**config.mk**
```make
export PLATFORM = sky130hd
export DESIGN_NAME = servo_command_pulse_controller_top
export DESIGN_NICKNAME = d
export VERILOG_FILES = /design/src/scpc_pkg.sv /design/src/scpc_front.sv /design/src/scpc_queue.sv /design/src/scpc_back.sv /design/src/servo_command_pulse_controller_top.sv
export SDC_FILE = /design/constraint.sdc
export NUM_CORES = 1
export LEC_CHECK = 0
export BUFFER_PORTS_ARGS = -buffer_cell sky130_fd_sc_hd__buf_2
export CAP_MARGIN = 20
export CORE_ASPECT_RATIO = 0.75
export CORE_MARGIN = 3
export CORE_UTILIZATION = 40
export DETAILED_ROUTE_END_ITERATION = 10
export GPL_TIMING_DRIVEN = 0
export PLACE_DENSITY = 0.67
export SYNTH_ARGS = -nofsm -noshare
export SYNTH_HDL_FRONTEND = slang
export SYNTH_SLANG_ARGS = --single-unit
```
**constraint.sdc**
```tcl
create_clock -name i_clk -period 7.7 [get_ports i_clk]
set_clock_uncertainty 0.1 [all_clocks]
set_input_delay 1.155 -clock i_clk [delete_from_list [all_inputs] [get_ports i_clk]]
set_output_delay 1.155 -clock i_clk [all_outputs]
set_load 0.02 [all_outputs]
```
**src/scpc_pkg.sv**
```systemverilog
`timescale 1ns / 1ps
// Shared types and constants for the servo command pulse controller.
// No dependencies; used by every module of the block.

package scpc_pkg;

    localparam logic [7:0] SYNC_BYTE      = 8'd255;
    localparam logic [7:0] CODE_ANGLES    = 8'd101;
    localparam logic [7:0] CODE_MOTOR_DIR = 8'd200;
    localparam logic [7:0] CODE_DUTY      = 8'd201;
    localparam logic [7:0] CODE_SENSOR    = 8'd202;

    localparam logic [7:0] MOTOR_ONE = 8'd1;
    localparam logic [7:0] MOTOR_TWO = 8'd2;
    localparam logic [7:0] DIR_MAX   = 8'd2;

    localparam logic [1:0] REG_PULSE_BASE = 2'd0;
    localparam logic [1:0] REG_STEP       = 2'd1;
    localparam logic [1:0] REG_SLOT       = 2'd2;

    localparam logic [11:0] PULSE_BASE_RESET = 12'd500;
    localparam logic [4:0]  STEP_RESET       = 5'd13;
    localparam logic [15:0] SLOT_RESET       = 16'd2700;

    localparam int SERVO_IDX_W = 2;
    localparam int PIN_W       = 3;

    typedef enum logic [2:0] {
        OP_NONE,
        OP_TICK,
        OP_ANGLES,
        OP_MOTOR1,
        OP_MOTOR2,
        OP_DUTY,
        OP_SENSOR
    } t_op;

    typedef struct packed {
        t_op        op;
        logic [7:0] arg0;
        logic [7:0] arg1;
        logic [7:0] arg2;
    } t_item;

    typedef struct packed {
        logic [11:0] pulse_base_us;
        logic [4:0]  step_us_per_degree;
        logic [15:0] slot_length_us;
    } t_cfg;

endpackage

```
**src/scpc_front.sv**
```systemverilog
`timescale 1ns / 1ps
// Front end: gathers received bytes into packets and classifies each request.
// Depends on scpc_pkg.

module scpc_front (
    input  logic                 i_clk,
    input  logic                 i_rst_n,
    input  logic                 i_accept,
    input  logic                 i_cmd,
    input  logic [7:0]           i_rx_byte,
    output scpc_pkg::t_item      o_item
);

    logic [1:0] r_byte_count;
    logic [7:0] r_pkt [3];

    always_comb begin
        o_item.op   = scpc_pkg::OP_NONE;
        o_item.arg0 = r_pkt[1];
        o_item.arg1 = r_pkt[2];
        o_item.arg2 = i_rx_byte;
        if (i_cmd) begin
            o_item.op = scpc_pkg::OP_TICK;
        end else if (i_rx_byte != scpc_pkg::SYNC_BYTE && r_byte_count == 2'd3) begin
            if (r_pkt[0] == scpc_pkg::CODE_ANGLES) begin
                o_item.op = scpc_pkg::OP_ANGLES;
            end else if (r_pkt[0] == scpc_pkg::CODE_MOTOR_DIR) begin
                if (r_pkt[2] <= scpc_pkg::DIR_MAX) begin
                    if (r_pkt[1] == scpc_pkg::MOTOR_ONE) begin
                        o_item.op = scpc_pkg::OP_MOTOR1;
                    end else if (r_pkt[1] == scpc_pkg::MOTOR_TWO) begin
                        o_item.op = scpc_pkg::OP_MOTOR2;
                    end
                end
            end else if (r_pkt[0] == scpc_pkg::CODE_DUTY) begin
                o_item.op = scpc_pkg::OP_DUTY;
            end else if (r_pkt[0] == scpc_pkg::CODE_SENSOR) begin
                o_item.op = scpc_pkg::OP_SENSOR;
            end
        end
    end

    always_ff @(posedge i_clk) begin
        if (!i_rst_n) begin
            r_byte_count <= 2'd0;
        end else if (i_accept && !i_cmd && i_rx_byte != scpc_pkg::SYNC_BYTE) begin
            if (r_byte_count == 2'd3) begin
                r_byte_count <= 2'd0;
            end else begin
                r_byte_count <= r_byte_count + 2'd1;
            end
        end
    end

    always_ff @(posedge i_clk) begin
        if (i_accept && !i_cmd && i_rx_byte != scpc_pkg::SYNC_BYTE
                && r_byte_count != 2'd3) begin
            r_pkt[r_byte_count] <= i_rx_byte;
        end
    end

endmodule

```
**src/scpc_queue.sv**
```systemverilog
`timescale 1ns / 1ps
// Two-entry request queue between the front end and the back end.
// Depends on scpc_pkg.

module scpc_queue (
    input  logic                 i_clk,
    input  logic                 i_rst_n,
    input  logic                 i_push,
    input  scpc_pkg::t_item      i_item,
    input  logic                 i_pop,
    output scpc_pkg::t_item      o_head,
    output logic                 o_empty,
    output logic                 o_full
);

    scpc_pkg::t_item r_mem [2];
    logic            r_wr_ptr;
    logic            r_rd_ptr;
    logic [1:0]      r_count;

    assign o_head  = r_mem[r_rd_ptr];
    assign o_empty = (r_count == 2'd0);
    assign o_full  = (r_count == 2'd2);

    always_ff @(posedge i_clk) begin
        if (!i_rst_n) begin
            r_wr_ptr <= 1'b0;
            r_rd_ptr <= 1'b0;
            r_count  <= 2'd0;
        end else begin
            if (i_push) begin
                r_wr_ptr <= ~r_wr_ptr;
            end
            if (i_pop) begin
                r_rd_ptr <= ~r_rd_ptr;
            end
            if (i_push && !i_pop) begin
                r_count <= r_count + 2'd1;
            end else if (i_pop && !i_push) begin
                r_count <= r_count - 2'd1;
            end
        end
    end

    always_ff @(posedge i_clk) begin
        if (i_push) begin
            r_mem[r_wr_ptr] <= i_item;
        end
    end

endmodule

```
**src/scpc_back.sv**
```systemverilog
`timescale 1ns / 1ps
// Back end: carries out requests, runs the servo slot scheduler and holds
// the output register. Depends on scpc_pkg.

module scpc_back #(
    parameter int SERVO_COUNT = 3
) (
    input  logic                             i_clk,
    input  logic                             i_rst_n,
    input  scpc_pkg::t_cfg                   i_cfg,
    input  scpc_pkg::t_item                  i_head,
    input  logic                             i_empty,
    output logic                             o_pop,
    input  logic                             i_stall,
    output logic                             o_valid,
    output logic [scpc_pkg::PIN_W-1:0]       o_servo_pins,
    output logic [1:0]                       o_motor_one_pins,
    output logic [1:0]                       o_motor_two_pins,
    output logic [7:0]                       o_pwm_duty,
    output logic                             o_sensor_read_strobe
);

    localparam int IW = scpc_pkg::SERVO_IDX_W;

    logic [15:0]   r_pulse_width [SERVO_COUNT];
    logic [IW-1:0] r_servo_index;
    logic [15:0]   r_slot_timer;
    logic [3:0]    r_motor;
    logic [7:0]    r_duty;
    logic          r_valid;
    logic [scpc_pkg::PIN_W-1:0] r_servo_pins;
    logic          r_strobe;

    logic [15:0]   n_pulse_width [SERVO_COUNT];
    logic [IW-1:0] n_servo_index;
    logic [15:0]   n_slot_timer;
    logic [3:0]    n_motor;
    logic [7:0]    n_duty;
    logic [scpc_pkg::PIN_W-1:0] n_servo_pins;
    logic          n_strobe;

    logic [16:0]   timer_inc;
    logic [IW:0]   index_inc;
    logic [7:0]    angle [3];
    logic [12:0]   product [3];

    assign o_pop = !i_empty && (!r_valid || !i_stall);

    assign angle[0] = i_head.arg0;
    assign angle[1] = i_head.arg1;
    assign angle[2] = i_head.arg2;

    always_comb begin
        for (int k = 0; k < 3; k++) begin
            product[k] = {8'd0, i_cfg.step_us_per_degree} * {5'd0, angle[k]};
        end
    end

    always_comb begin
        timer_inc = {1'b0, r_slot_timer} + 17'd1;
        index_inc = {1'b0, r_servo_index} + {{IW{1'b0}}, 1'b1};

        n_pulse_width = r_pulse_width;
        n_servo_index = r_servo_index;
        n_slot_timer  = r_slot_timer;
        n_motor       = r_motor;
        n_duty        = r_duty;
        n_strobe      = 1'b0;

        case (i_head.op)
            scpc_pkg::OP_TICK: begin
                if (timer_inc >= {1'b0, i_cfg.slot_length_us}) begin
                    n_slot_timer = 16'd0;
                    if (index_inc >= (IW+1)'(SERVO_COUNT)) begin
                        n_servo_index = '0;
                    end else begin
                        n_servo_index = index_inc[IW-1:0];
                    end
                end else begin
                    n_slot_timer = timer_inc[15:0];
                end
            end
            scpc_pkg::OP_ANGLES: begin
                for (int k = 0; k < SERVO_COUNT; k++) begin
                    n_pulse_width[k] = {4'd0, i_cfg.pulse_base_us} + {3'd0, product[k]};
                end
            end
            scpc_pkg::OP_MOTOR1: begin
                n_motor[1:0] = i_head.arg1[1:0];
            end
            scpc_pkg::OP_MOTOR2: begin
                n_motor[3:2] = i_head.arg1[1:0];
            end
            scpc_pkg::OP_DUTY: begin
                n_duty = i_head.arg0;
            end
            scpc_pkg::OP_SENSOR: begin
                n_strobe = 1'b1;
            end
            default: begin
            end
        endcase

        n_servo_pins = '0;
        for (int k = 0; k < SERVO_COUNT; k++) begin
            n_servo_pins[k] = (n_servo_index == IW'(k))
                              && (n_slot_timer < n_pulse_width[k])
                              && (n_slot_timer < i_cfg.slot_length_us);
        end
    end

    always_ff @(posedge i_clk) begin
        if (!i_rst_n) begin
            for (int k = 0; k < SERVO_COUNT; k++) begin
                r_pulse_width[k] <= 16'd0;
            end
            r_servo_index <= '0;
            r_slot_timer  <= 16'd0;
            r_motor       <= 4'd0;
            r_duty        <= 8'd0;
            r_valid       <= 1'b0;
        end else begin
            if (o_pop) begin
                r_pulse_width <= n_pulse_width;
                r_servo_index <= n_servo_index;
                r_slot_timer  <= n_slot_timer;
                r_motor       <= n_motor;
                r_duty        <= n_duty;
                r_valid       <= 1'b1;
            end else if (!i_stall) begin
                r_valid <= 1'b0;
            end
        end
    end

    always_ff @(posedge i_clk) begin
        if (o_pop) begin
            r_servo_pins <= n_servo_pins;
            r_strobe     <= n_strobe;
        end
    end

    assign o_valid              = r_valid;
    assign o_servo_pins         = r_servo_pins;
    assign o_motor_one_pins     = r_motor[1:0];
    assign o_motor_two_pins     = r_motor[3:2];
    assign o_pwm_duty           = r_duty;
    assign o_sensor_read_strobe = r_strobe;

endmodule

```
**src/servo_command_pulse_controller_top.sv**
```systemverilog
`timescale 1ns / 1ps
// Top level of the servo command pulse controller: configuration registers
// and the front end, queue and back end. Depends on scpc_pkg and its modules.

// The block takes one request per clock cycle while the queue is not full,
// either a received byte or a one microsecond tick, and returns exactly one
// result per request, showing the servo, motor and duty outputs after that
// request. The front end writes the classified request into a two-entry
// queue, and the back end reads one request a cycle, unless the output is
// stalled, into its output register. With no stall at the output the
// sustained rate is one request per cycle; the queue absorbs short stalls.

module servo_command_pulse_controller_top #(
    parameter int SERVO_COUNT = 3
) (
    input  logic        i_clk,
    input  logic        i_rst_n,
    input  logic        i_valid,
    output logic        o_stall,
    input  logic        i_cmd,
    input  logic [7:0]  i_rx_byte,
    output logic        o_valid,
    input  logic        i_stall,
    output logic [2:0]  o_servo_pins,
    output logic [1:0]  o_motor_one_pins,
    output logic [1:0]  o_motor_two_pins,
    output logic [7:0]  o_pwm_duty,
    output logic        o_sensor_read_strobe,
    input  logic        psel,
    input  logic        penable,
    input  logic        pwrite,
    input  logic [3:0]  paddr,
    input  logic [31:0] pwdata,
    output logic [31:0] prdata,
    output logic        pready
);

    scpc_pkg::t_cfg  r_cfg;
    scpc_pkg::t_item front_item;
    scpc_pkg::t_item queue_head;
    logic            in_accept;
    logic            queue_empty;
    logic            queue_full;
    logic            back_pop;
    logic            cfg_write;

    assign pready    = 1'b1;
    assign cfg_write = psel && penable && pwrite;
    assign o_stall   = queue_full;
    assign in_accept = i_valid && !queue_full;

    always_ff @(posedge i_clk) begin
        if (!i_rst_n) begin
            r_cfg.pulse_base_us      <= scpc_pkg::PULSE_BASE_RESET;
            r_cfg.step_us_per_degree <= scpc_pkg::STEP_RESET;
            r_cfg.slot_length_us     <= scpc_pkg::SLOT_RESET;
        end else if (cfg_write) begin
            case (paddr[3:2])
                scpc_pkg::REG_PULSE_BASE: r_cfg.pulse_base_us      <= pwdata[11:0];
                scpc_pkg::REG_STEP:       r_cfg.step_us_per_degree <= pwdata[4:0];
                scpc_pkg::REG_SLOT:       r_cfg.slot_length_us     <= pwdata[15:0];
                default: begin
                end
            endcase
        end
    end

    always_comb begin
        case (paddr[3:2])
            scpc_pkg::REG_PULSE_BASE: prdata = {20'd0, r_cfg.pulse_base_us};
            scpc_pkg::REG_STEP:       prdata = {27'd0, r_cfg.step_us_per_degree};
            scpc_pkg::REG_SLOT:       prdata = {16'd0, r_cfg.slot_length_us};
            default:                  prdata = 32'd0;
        endcase
    end

    scpc_front u_front (
        .i_clk     (i_clk),
        .i_rst_n   (i_rst_n),
        .i_accept  (in_accept),
        .i_cmd     (i_cmd),
        .i_rx_byte (i_rx_byte),
        .o_item    (front_item)
    );

    scpc_queue u_queue (
        .i_clk   (i_clk),
        .i_rst_n (i_rst_n),
        .i_push  (in_accept),
        .i_item  (front_item),
        .i_pop   (back_pop),
        .o_head  (queue_head),
        .o_empty (queue_empty),
        .o_full  (queue_full)
    );

    scpc_back #(
        .SERVO_COUNT (SERVO_COUNT)
    ) u_back (
        .i_clk                (i_clk),
        .i_rst_n              (i_rst_n),
        .i_cfg                (r_cfg),
        .i_head               (queue_head),
        .i_empty              (queue_empty),
        .o_pop                (back_pop),
        .i_stall              (i_stall),
        .o_valid              (o_valid),
        .o_servo_pins         (o_servo_pins),
        .o_motor_one_pins     (o_motor_one_pins),
        .o_motor_two_pins     (o_motor_two_pins),
        .o_pwm_duty           (o_pwm_duty),
        .o_sensor_read_strobe (o_sensor_read_strobe)
    );

endmodule

```
-- Word-level counts from Yosys, hierarchy flattened
Memories as Yosys holds them, arrays and structs flattened. A register that Yosys moved wholly into a read port is not among the register bits.
Index checks and enable logic that the tools add are counted.
W data, S select, Z words.
- register bits: 122
- RAM bits: 78
- memories: 2
- memories (memory ; words ; width ; read ports ; clocked after memory_dff ; wr ports ; line ; text):
    u_queue.r_mem ; 2 ; 27 ; 1 ; 1 ; 1 ; scpc_queue.sv:16 ; scpc_pkg::t_item r_mem [2];
    u_front.r_pkt ; 3 ; 8 ; 3 ; 0 ; 1 ; scpc_front.sv:15 ; logic [7:0] r_pkt [3];
- $add $sub $neg: 8
- $mul: 3
- magnitude comparators: 7
- eq/ne operators: 21
- mux-type cells: 28
- bitwise gates (word level): 2
- reduce and logical (&&, ||, !) cells: 34
- operators with widths (operator ; number):
    $lt A16 B16 Y1 ; 4
    $mux W48 ; 1
    $pmux W16 S3 ; 1
    $add A12 B13 Y14 ; 3
    $mul A5 B8 Y13 ; 3
    $mux W16 ; 2
    $mux W3 ; 9
    $eq A8 B8 Y1 const B ; 3
    $add A16 B1 Y17 const B ; 1
    $ge A17 B16 Y1 ; 1
    $logic_and A1 B1 Y1 ; 16
    $mux W2 ; 6
    $reduce_and A2 Y1 ; 6
    $eq A3 B3 Y1 const B ; 3
    $mux W1 ; 9
    $eq A2 B2 Y1 const B ; 4
    $eq A8 B1 Y1 const B ; 1
    $eq A8 B2 Y1 const B ; 1
    $eq A8 B7 Y1 const B ; 1
    $le A8 B2 Y1 const B ; 1
    $ne A8 B8 Y1 const B ; 1
    $logic_not A1 Y1 ; 7
    $eq A3 B2 Y1 const B ; 2
    $logic_not A2 Y1 ; 3
    other kinds (11) ; 14

-- Longest topological paths before layout
Gate-level depths: netlist (run 1).
An unclocked memory read counts as a cell.
- depth in word-level cells: 9
- depth in mapped cells: 27

-- Hierarchy
A second synthesis (run 1) with hierarchy kept.
- cell total of the unflattened synthesis: 1623
- area total of the unflattened synthesis: 15546.2 um2
- modules (own cells, without submodules) (module ; instances ; cells each ; area each (um2) ; sequential area each (um2)):
    scpc_back ; 1 ; 1237 ; 10493.8 ; 1701.6
    scpc_queue ; 1 ; 106 ; 2164.6 ; 1721.7
    servo_command_pulse_controller_top ; 1 ; 202 ; 1754.2 ; 660.6
    scpc_front ; 1 ; 78 ; 1133.6 ; 760.7

-- Worst setup path after synthesis (run 1)
Ideal clock, no wire load.
- kind: register -> register
- from: register (tool-made name)
- to: register u_back.r_servo_pins, in the netlist u_back.o_servo_pins[2] (data pin)
- setup time: 256 ps
- arrival: 5888 ps
- required time: 7344 ps
- slack: 1456 ps
- stages on the path, launching flop included: 27
- path buffers: 3
- cells stage by stage: dfxtp_1 > buf_4 > buf_2 > buf_1 > mux2_2 > and2_1 > fa_1 > fa_1 > inv_1 > fa_1 > inv_1 > ha_1 > nand3_1 > o211ai_1 > o41ai_1 > o21ai_0 > a21o_1 > a21oi_1 > mux2_2 > ha_1 > nand4_1 > or2_2 > nor3_1 > a21oi_1 > o21ai_0 > a31oi_1 > and4b_1
- RTL lines (item ; line ; text):
    end signal, assigned ; scpc_back.sv:138 ; r_servo_pins <= n_servo_pins;
    end, declared ; scpc_back.sv:31 ; logic [scpc_pkg::PIN_W-1:0] r_servo_pins;

-- Worst setup path in the final report (run 1)
- from: register r_cfg[17] (netlist name)
- to: register u_back.r_servo_pins, in the netlist u_back.o_servo_pins[1] (data pin)
- cells in the longest elaborated chain, start to end: 6
- ends and longest elaborated chain (item ; line ; text):
    start, declared ; servo_command_pulse_controller_top.sv:38 ; scpc_pkg::t_cfg r_cfg;
    $mul A5 B8 Y13 ; scpc_back.sv:55 ; product[k] = {8'd0, i_cfg.step_us_per_degree} * {5'd0, angle[k]};
    $add A12 B13 Y14 ; scpc_back.sv:85 ; n_pulse_width[k] = {4'd0, i_cfg.pulse_base_us} + {3'd0, product[k]};
    $mux W48 ; scpc_back.sv:70 ; case (i_head.op)
    $lt A16 B16 Y1 ; scpc_back.sv:107 ; && (n_slot_timer < n_pulse_width[k])
    $logic_and A1 B1 Y1 ; scpc_back.sv:107 ;
    $logic_and A1 B1 Y1 ; scpc_back.sv:108 ; && (n_slot_timer < i_cfg.slot_length_us);
    via u_back.n_servo_pins, one bit ; scpc_back.sv:39 ; logic [scpc_pkg::PIN_W-1:0] n_servo_pins;
The timed path passes the listed nets, and every way through them passes these cells.
A chain may end at the register's enable or synchronous reset.

==> results.py, run 1 <==
metrics = {
    "clock_network": {
        "cts_max_level": 1,
        "path_clk_slew_ns": 0.07,
        "cts_tree": "yes",
        "clock_path_buffers": 3,
        "clkLatencyLatePin_ns": 0.53,
        "cts_hold_buf": 0,
        "ctsResizeCount": 0,
        "cts_setup_buffers": 0,
        "cts_sinks": 201,
        "cts_inserted_buffers": 22,
        "cts_root_buf": "clkbuf_16",
    },
    "power_and_ir_drop": {
        "pwr-share-clk": 0.136,
        "power.density_nw_per_um2": 476.5,
        "seqPwrFrac": 0.171,
        "power.share.combinational": 0.693,
        "ir_drop_uv": 304.4,
        "p_int_w": 0.004128,
        "switchingPower_w": 0.003850,
        "p_leak_nw": 7.462,
        "swShare": 0.4826,
    },
    "place": {
        "hpwl_um": 33510,
        "portBuffers": 66,
        "place.gp.congestion": 0.8855,
    },
    "status": {
        "status": "completed",
    },
    "route": {
        "vias_per_cell": 5.408,
        "vias": 12150,
        "routed_wl_um": 42150,
        "routedWlPerCell_um": 18.77,
        "post-route-drc-count": 0,
        "drtIter0Drc": 1134,
        "detail-route-antenna-nets": 0,
        "drtPass1Iterations": 5,
    },
    "floorplan": {
        "core_um2": 36330,
        "die_x_um": 228.9,
        "initial_core_util": 0.4103,
        "fp.dieArea_um2": 39650,
        "io_pins": 103,
        "dieHeight_um": 173.2,
        "rows": 60,
    },
    "timing": {
        "rsz0062_at_grt": "no",
        "max_freq_mhz": 139.7,
        "fin_crit_ns": 7.157,
        "fin_crit_sh": 0.9294,
        "fin_setup_tns_ns": 0,
        "slew_headroom": 0.3172,
        "tightestPinTransition_ns": 1.016,
        "final_max_slew_viol_count": 0,
        "setup_viol": 0,
        "finalHoldViolations": 0,
    },
    "setup_path": {
        "crit_start": "r_cfg[17]",
        "crit_type": "flop to flop",
        "cp_max_fo": 10,
        "regToRegStartpoint": "r_cfg[17]",
        "worst_ep_required_time_ns": 7.92,
        "reg2reg_depth": 24,
        "arrival_ns": 7.38,
        "crit_path_start_kind": "flop",
        "crit_end": "u_back.o_servo_pins[1]",
        "rrSetupSlack_ns": 0.54,
        "r2r_end": "u_back.o_servo_pins[1]",
        "end_kind": "flop",
    },
    "logic_synthesis": {
        "synthFlopType": "dfxtp_1",
        "synth_area_leaders": "edfxtp_1, dfxtp_1, ha_1",
        "syn_area_um2": 14910,
        "synth.top_cells.by_count": "nand2_1, inv_1, ha_1, dfxtp_1, a21oi_1",
        "synth.most_common_cell": "nand2_1",
        "synthCells": 1620,
        "avgSynthCellArea_um2": 9.202,
        "async_reset_ff_frac": 0,
        "synth_top_area_frac": 0.1652,
        "ys_seq_area_frac": 0.3250,
        "synth_edf_count": 82,
        "yosys.area.top_type": "edfxtp_1",
        "synth_seq_cells": 201,
        "yosys_warnings": 0,
        "yosysUniqueCellTypes": 65,
    },
    "finish": {
        "fin_nets": 2018,
        "num_antenna_cells": 0,
        "drive_gt1_frac": 0.1011,
        "n_fill_cell": 3484,
        "area_delta_synth_final_pct": 12.31,
        "postLayoutCoreUtil": 0.4608,
        "seqCellArea_um2": 4845,
        "multi_input_area_um2": 9140,
    },
    "grt": {
        "grt_busiest_layer": "met1",
        "grt_pass1_vias": 11800,
        "grt_usage": 0.2110,
        "met2_usage": 0.3143,
        "antenna_found_initial": 0,
        "grt_pass1_wl_um": 65980,
        "met3_usage": 0.04051,
        "grt-ovfl-total": 0,
        "use_met1": 0.3201,
        "grt_max_degree": 18,
    },
    "run": {
        "drv_cap": 0,
    },
    "hold_path": {
        "min_path_type": "flop to flop",
    },
}
-- kinds of logic (layout without fill, tap and decap cells) --
| logic type | after synthesis | in the layout | share of synthesized area |
|---|---|---|---|
| fa+ha+maj | 232 | 232 | 0.2385 |
| mux | 84 | 84 | 0.05816 |
| xor+xnor | 45 | 45 | 0.02644 |
| simple gates | 546 | 546 | 0.1761 |
| compound gates | 266 | 266 | 0.1089 |
| flops | 201 | 201 | 0.3250 |
| other cells | 2 | 17 | 0.0005038 |
| buf+inv | 244 | 359 | 0.06639 |
-- worst min path at each step --
stage / slack, ns / startpoint / end / depth (start not counted)
floorplan: 0.33 / u_back.r_pulse_width[0] / u_back.r_pulse_width[0] / 2
CTS: 0.35 / u_back.r_pulse_width[44] / u_back.r_pulse_width[44] / 2
global route: 0.37 / u_back.r_pulse_width[34] / u_back.r_pulse_width[34] / 2
finish: 0.35 / u_back.r_pulse_width[34] / u_back.r_pulse_width[34] / 2
global placement: 0.34 / u_back.r_pulse_width[32] / u_back.r_pulse_width[32] / 2
detailed placement: 0.35 / u_back.r_pulse_width[44] / u_back.r_pulse_width[44] / 2
-- critical path: stages (launching register included) --
cell,delay (ns)
dfxtp_1,0.55
clkbuf_1,0.55
clkbuf_1,0.48
nand2_1,0.14
fa_1,0.54
inv_1,0.05
fa_1,0.50
inv_1,0.06
fa_1,0.53
inv_1,0.04
ha_1,0.35
and3_1,0.21
a221o_1,0.34
o41ai_1,0.50
o21ai_0,0.21
xor2_1,0.27
mux2i_1,0.12
ha_1,0.35
nand4_1,0.10
nor2_1,0.07
a211oi_1,0.21
nand2_1,0.11
nor3_1,0.17
mux2i_1,0.10
nor3_1,0.28
-- layer usage --
layer,vias to the layer above,share of wire
met5,-,0
met4,0,0.017
met3,58,0.087
met2,454,0.42
met1,5941,0.48
li1,5693,-
-- power by group through the flow --
stage | combinational, W | clock (W) | sequential [W]
after floorplan | 0.00414 | 0 | 0.00138
after global placement | 0.00528 | 0 | 0.00138
after detailed placement | 0.00545 | 0 | 0.00138
after CTS | 0.00549 | 0.00111 | 0.00136
after global routing | 0.00625 | 0.00115 | 0.00138
final | 0.00553 | 0.00109 | 0.00136
-- state kept, by name, indices dropped and copies added, names as in the netlist, named ones only --
register	cells
u_back.o_valid	1
r_cfg	33
u_back.r_slot_timer	16
u_back.r_pulse_width	48
u_queue.r_count	2
u_queue.r_mem	54
u_back.o_servo_pins	3
u_back.r_servo_index	2
u_front.r_byte_count	2
u_back.o_pwm_duty	8
u_queue.r_wr_ptr	1
u_front.r_pkt	24
u_queue.r_rd_ptr	1
u_back.o_sensor_read_strobe	1
u_back.r_motor	4
-- cells in the final DEF, fill, tap and decap left out, drive strengths merged, types with 17 or more instances in the layout --
| master | instances |
|---|---|
| o211ai | 17 |
| nor3 | 27 |
| nor2b | 39 |
| dfxtp | 119 |
| nor2 | 91 |
| xnor2 | 27 |
| fa | 87 |
| o21ai | 60 |
| inv | 169 |
| clkbuf | 76 |
| mux2i | 63 |
| nand4 | 21 |
| nand2 | 217 |
| mux2 | 21 |
| nand2b | 25 |
| nand3 | 36 |
| edfxtp | 82 |
| ha | 145 |
| conb | 17 |
| buf | 101 |
| xor2 | 18 |
| a21oi | 118 |
| and2 | 51 |
-- per-stage QoR --
stage	area, um2	cells	hold slack [ns]	setup WS, ns	power, W
2_1_floorplan	14960	1635	0.3329	1.456	0.005523
4_1_cts	16740	2246	0.3547	0.3297	0.007958
3_3_place_gp	15920	2197	0.3402	0.3205	0.006660
3_5_place_dp	16010	2206	0.3463	0.3860	0.006828
5_1_grt	16740	2246	0.3699	0.07476	0.008777
6_report	16740	2246	0.3545	0.5433	0.007979
-- cell type report --
class	instances	share of cell area
inverter	166	0.03721
sequential	201	0.2893
clock buffer	24	0.03460
tap	496	0.03706
buffer	78	0.02204
multi-input combinational	1190	0.5459
clock inverter	16	0.009341
timing repair buffer	75	0.02451
(Power assumes the default switching activity.)
==> inputs of run 2 (changes only) <==
--- a/config.mk
+++ b/config.mk
@@ -12,7 +12,7 @@
 export CORE_UTILIZATION = 40
 export DETAILED_ROUTE_END_ITERATION = 10
 export GPL_TIMING_DRIVEN = 0
-export PLACE_DENSITY = 0.67
+export PLACE_DENSITY = 0.69
 export SYNTH_ARGS = -nofsm -noshare
 export SYNTH_HDL_FRONTEND = slang
 export SYNTH_SLANG_ARGS = --single-unit
==> constraint.sdc (replaced) <==
create_clock -name i_clk -period 6.45 [get_ports i_clk]
set_clock_uncertainty 0.1 [all_clocks]
set_input_delay 0.9675 -clock i_clk [delete_from_list [all_inputs] [get_ports i_clk]]
set_output_delay 0.9675 -clock i_clk [all_outputs]
set_load 0.02 [all_outputs]
==> run 2 against run 1 <==
Effect of this change:
- worst hold slack improved by 0.0016 ns
- highest routed layer unchanged
- utilization increased by 1.2 points
- combinational power increased by 33%
- clock power increased by 25%
- fmax increased by 14%
- setup slack got worse by 0.38 ns
- critical path type unchanged
- register-to-register slack got worse by 0.38 ns
- final cell count increased by 0.62%
- wire length increased by 0.47%
- flip-flop and latch count unchanged
==> results.py, run 2 (synthesis results as in run 1) <==
metrics = {
    "run": {
        "drv_cap": 0,
    },
    "clock_network": {
        "cts_inserted_buffers": 22,
        "cts_max_level": 1,
        "cts_sinks": 201,
        "cts_hold_buf": 0,
        "path_clk_slew_ns": 0.07,
        "cts_tree": "yes",
        "cts_root_buf": "clkbuf_16",
        "clock_path_buffers": 3,
        "clkLatencyLatePin_ns": 0.54,
    },
    "floorplan": {
        "initial_core_util": 0.4103,
        "die_x_um": 228.9,
        "core_um2": 36330,
        "fp.dieArea_um2": 39650,
        "io_pins": 103,
        "rows": 60,
        "dieHeight_um": 173.2,
    },
    "setup_path": {
        "worst_ep_required_time_ns": 6.60,
        "end_kind": "flop",
        "arrival_ns": 6.44,
        "cp_max_fo": 10,
        "rrSetupSlack_ns": 0.16,
        "crit_type": "flop to flop",
        "crit_path_start_kind": "flop",
    },
    "route": {
        "drtPass1Iterations": 5,
        "detail-route-antenna-nets": 0,
        "routedWlPerCell_um": 18.74,
        "routed_wl_um": 42350,
        "vias": 12250,
        "vias_per_cell": 5.422,
        "drtIter0Drc": 961,
        "post-route-drc-count": 0,
    },
    "timing": {
        "fin_crit_ns": 6.290,
        "final_max_slew_viol_count": 0,
        "setup_viol": 0,
        "tightestPinTransition_ns": 0.8979,
        "whs_ns": 0.3562,
        "slew_headroom": 0.3974,
        "fin_crit_sh": 0.9752,
        "fin_ws_ns": 0.1599,
        "max_freq_mhz": 159.0,
        "finalHoldViolations": 0,
    },
    "power_and_ir_drop": {
        "power.density_nw_per_um2": 603.5,
        "ir_drop_uv": 407.1,
        "p_leak_nw": 7.700,
    },
    "finish": {
        "drive_gt1_frac": 0.1304,
        "mostFrequentLayoutCells": "nand2_1, inv_1, ha_1",
        "top_register": "u_queue.r_mem",
        "num_antenna_cells": 0,
        "final_area_um2": 17180,
        "area_delta_synth_final_pct": 15.25,
        "mostFrequentLayoutCell": "nand2_1",
        "reg_top3": "u_queue.r_mem (54), u_back.r_pulse_width (48), r_cfg (33)",
        "final_cells": 2260,
        "fin_nets": 2032,
        "largest_reg_flops": 54,
        "postLayoutCoreUtil": 0.4729,
    },
    "grt": {
        "grt_pass1_vias": 11950,
        "antenna_found_initial": 0,
        "grt-ovfl-total": 0,
        "grt_usage": 0.2107,
        "grt_max_degree": 20,
        "grt_pass1_wl_um": 65930,
    },
    "status": {
        "status": "completed",
    },
    "place": {
        "postPlaceCellArea_um2": 15990,
        "placedCellCount": 2204,
        "place.gp.congestion": 0.8770,
        "place_ws_ns": -0.8939,
        "portBuffers": 66,
        "hpwl_um": 33000,
    },
    "hold_path": {
        "min_path_type": "flop to flop",
    },
}
run 2: changes by cell type in the layout (fill, tap and decap cells not counted), moves of 6 or more:
cell      change
buf_4        +13
clkbuf_1      -8
mux2i_1       -7
o21ai_0       -6
o21ai_1       +6
o41ai_1       -6
run 2: through the flow:
step	total power [W]	setup TNS, ns
after floorplan	0.006593	0
after global placement	0.007933	-2.271
after detailed placement	0.008121	-2.477
after CTS	0.009752	0
after global routing	0.01134	-0.07271
final	0.01037	0
run 2: per-layer routing:
metal | global-route usage | part of all wire | up-vias | wire, um
met5 | 0 | 0 | - | 0
met3 | 0.05501 | 0.098 | 51 | 4164
met1 | 0.3140 | 0.46 | 5997 | 19670
met4 | 0.04023 | 0.016 | 0 | 670
met2 | 0.3086 | 0.42 | 472 | 17840
li1 | - | - | 5733 | -
run 2: final timing paths:
path,cells past startpoint,end,from
min,2,u_back.r_pulse_width[18],u_back.r_pulse_width[18]
min reg2reg,2,u_back.r_pulse_width[18],u_back.r_pulse_width[18]
max,23,u_back.o_servo_pins[2],r_cfg[18]
max reg2reg,23,u_back.o_servo_pins[2],r_cfg[18]
run 2: area by class of cell:
type,instances,area [um2]
multi-input combinational,1190,9390
fill,3408,19150
clock inverter,15,172.7
sequential,201,4848
buffer,76,407.9
tap,496,620.6
clock buffer,25,593.1
inverter,166,623.1
timing repair buffer,91,525.5
run 2: where the power goes:
part           switching [W]  total [W]  internal (W)
sequential          0.000114    0.00163       0.00152
combinational        0.00425    0.00738       0.00313
clock               0.000569    0.00136      0.000790
run 2: repair_timing:
action,in CTS,in global routing
pin swaps,2,11
setup endpoints to repair,3,3
gates resized for setup,30,50
setup buffers,2,15
gates cloned,0,0
endpoints found under the hold margin,0,0
run 2: worst max-delay path: stages, from the launching register on:
cell,delay (ns)
dfxtp_1,0.50
clkbuf_1,0.54
and2_1,0.25
fa_1,0.44
fa_1,0.55
inv_1,0.06
fa_1,0.53
inv_1,0.06
ha_4,0.26
nand3_1,0.10
o211ai_1,0.15
o41ai_2,0.46
o21ai_1,0.15
buf_4,0.17
xor2_2,0.13
mux2i_1,0.12
ha_1,0.36
nand4_1,0.09
or2_2,0.34
nor3_4,0.15
a21oi_1,0.09
o21ai_0,0.08
a31oi_1,0.05
and4b_1,0.24
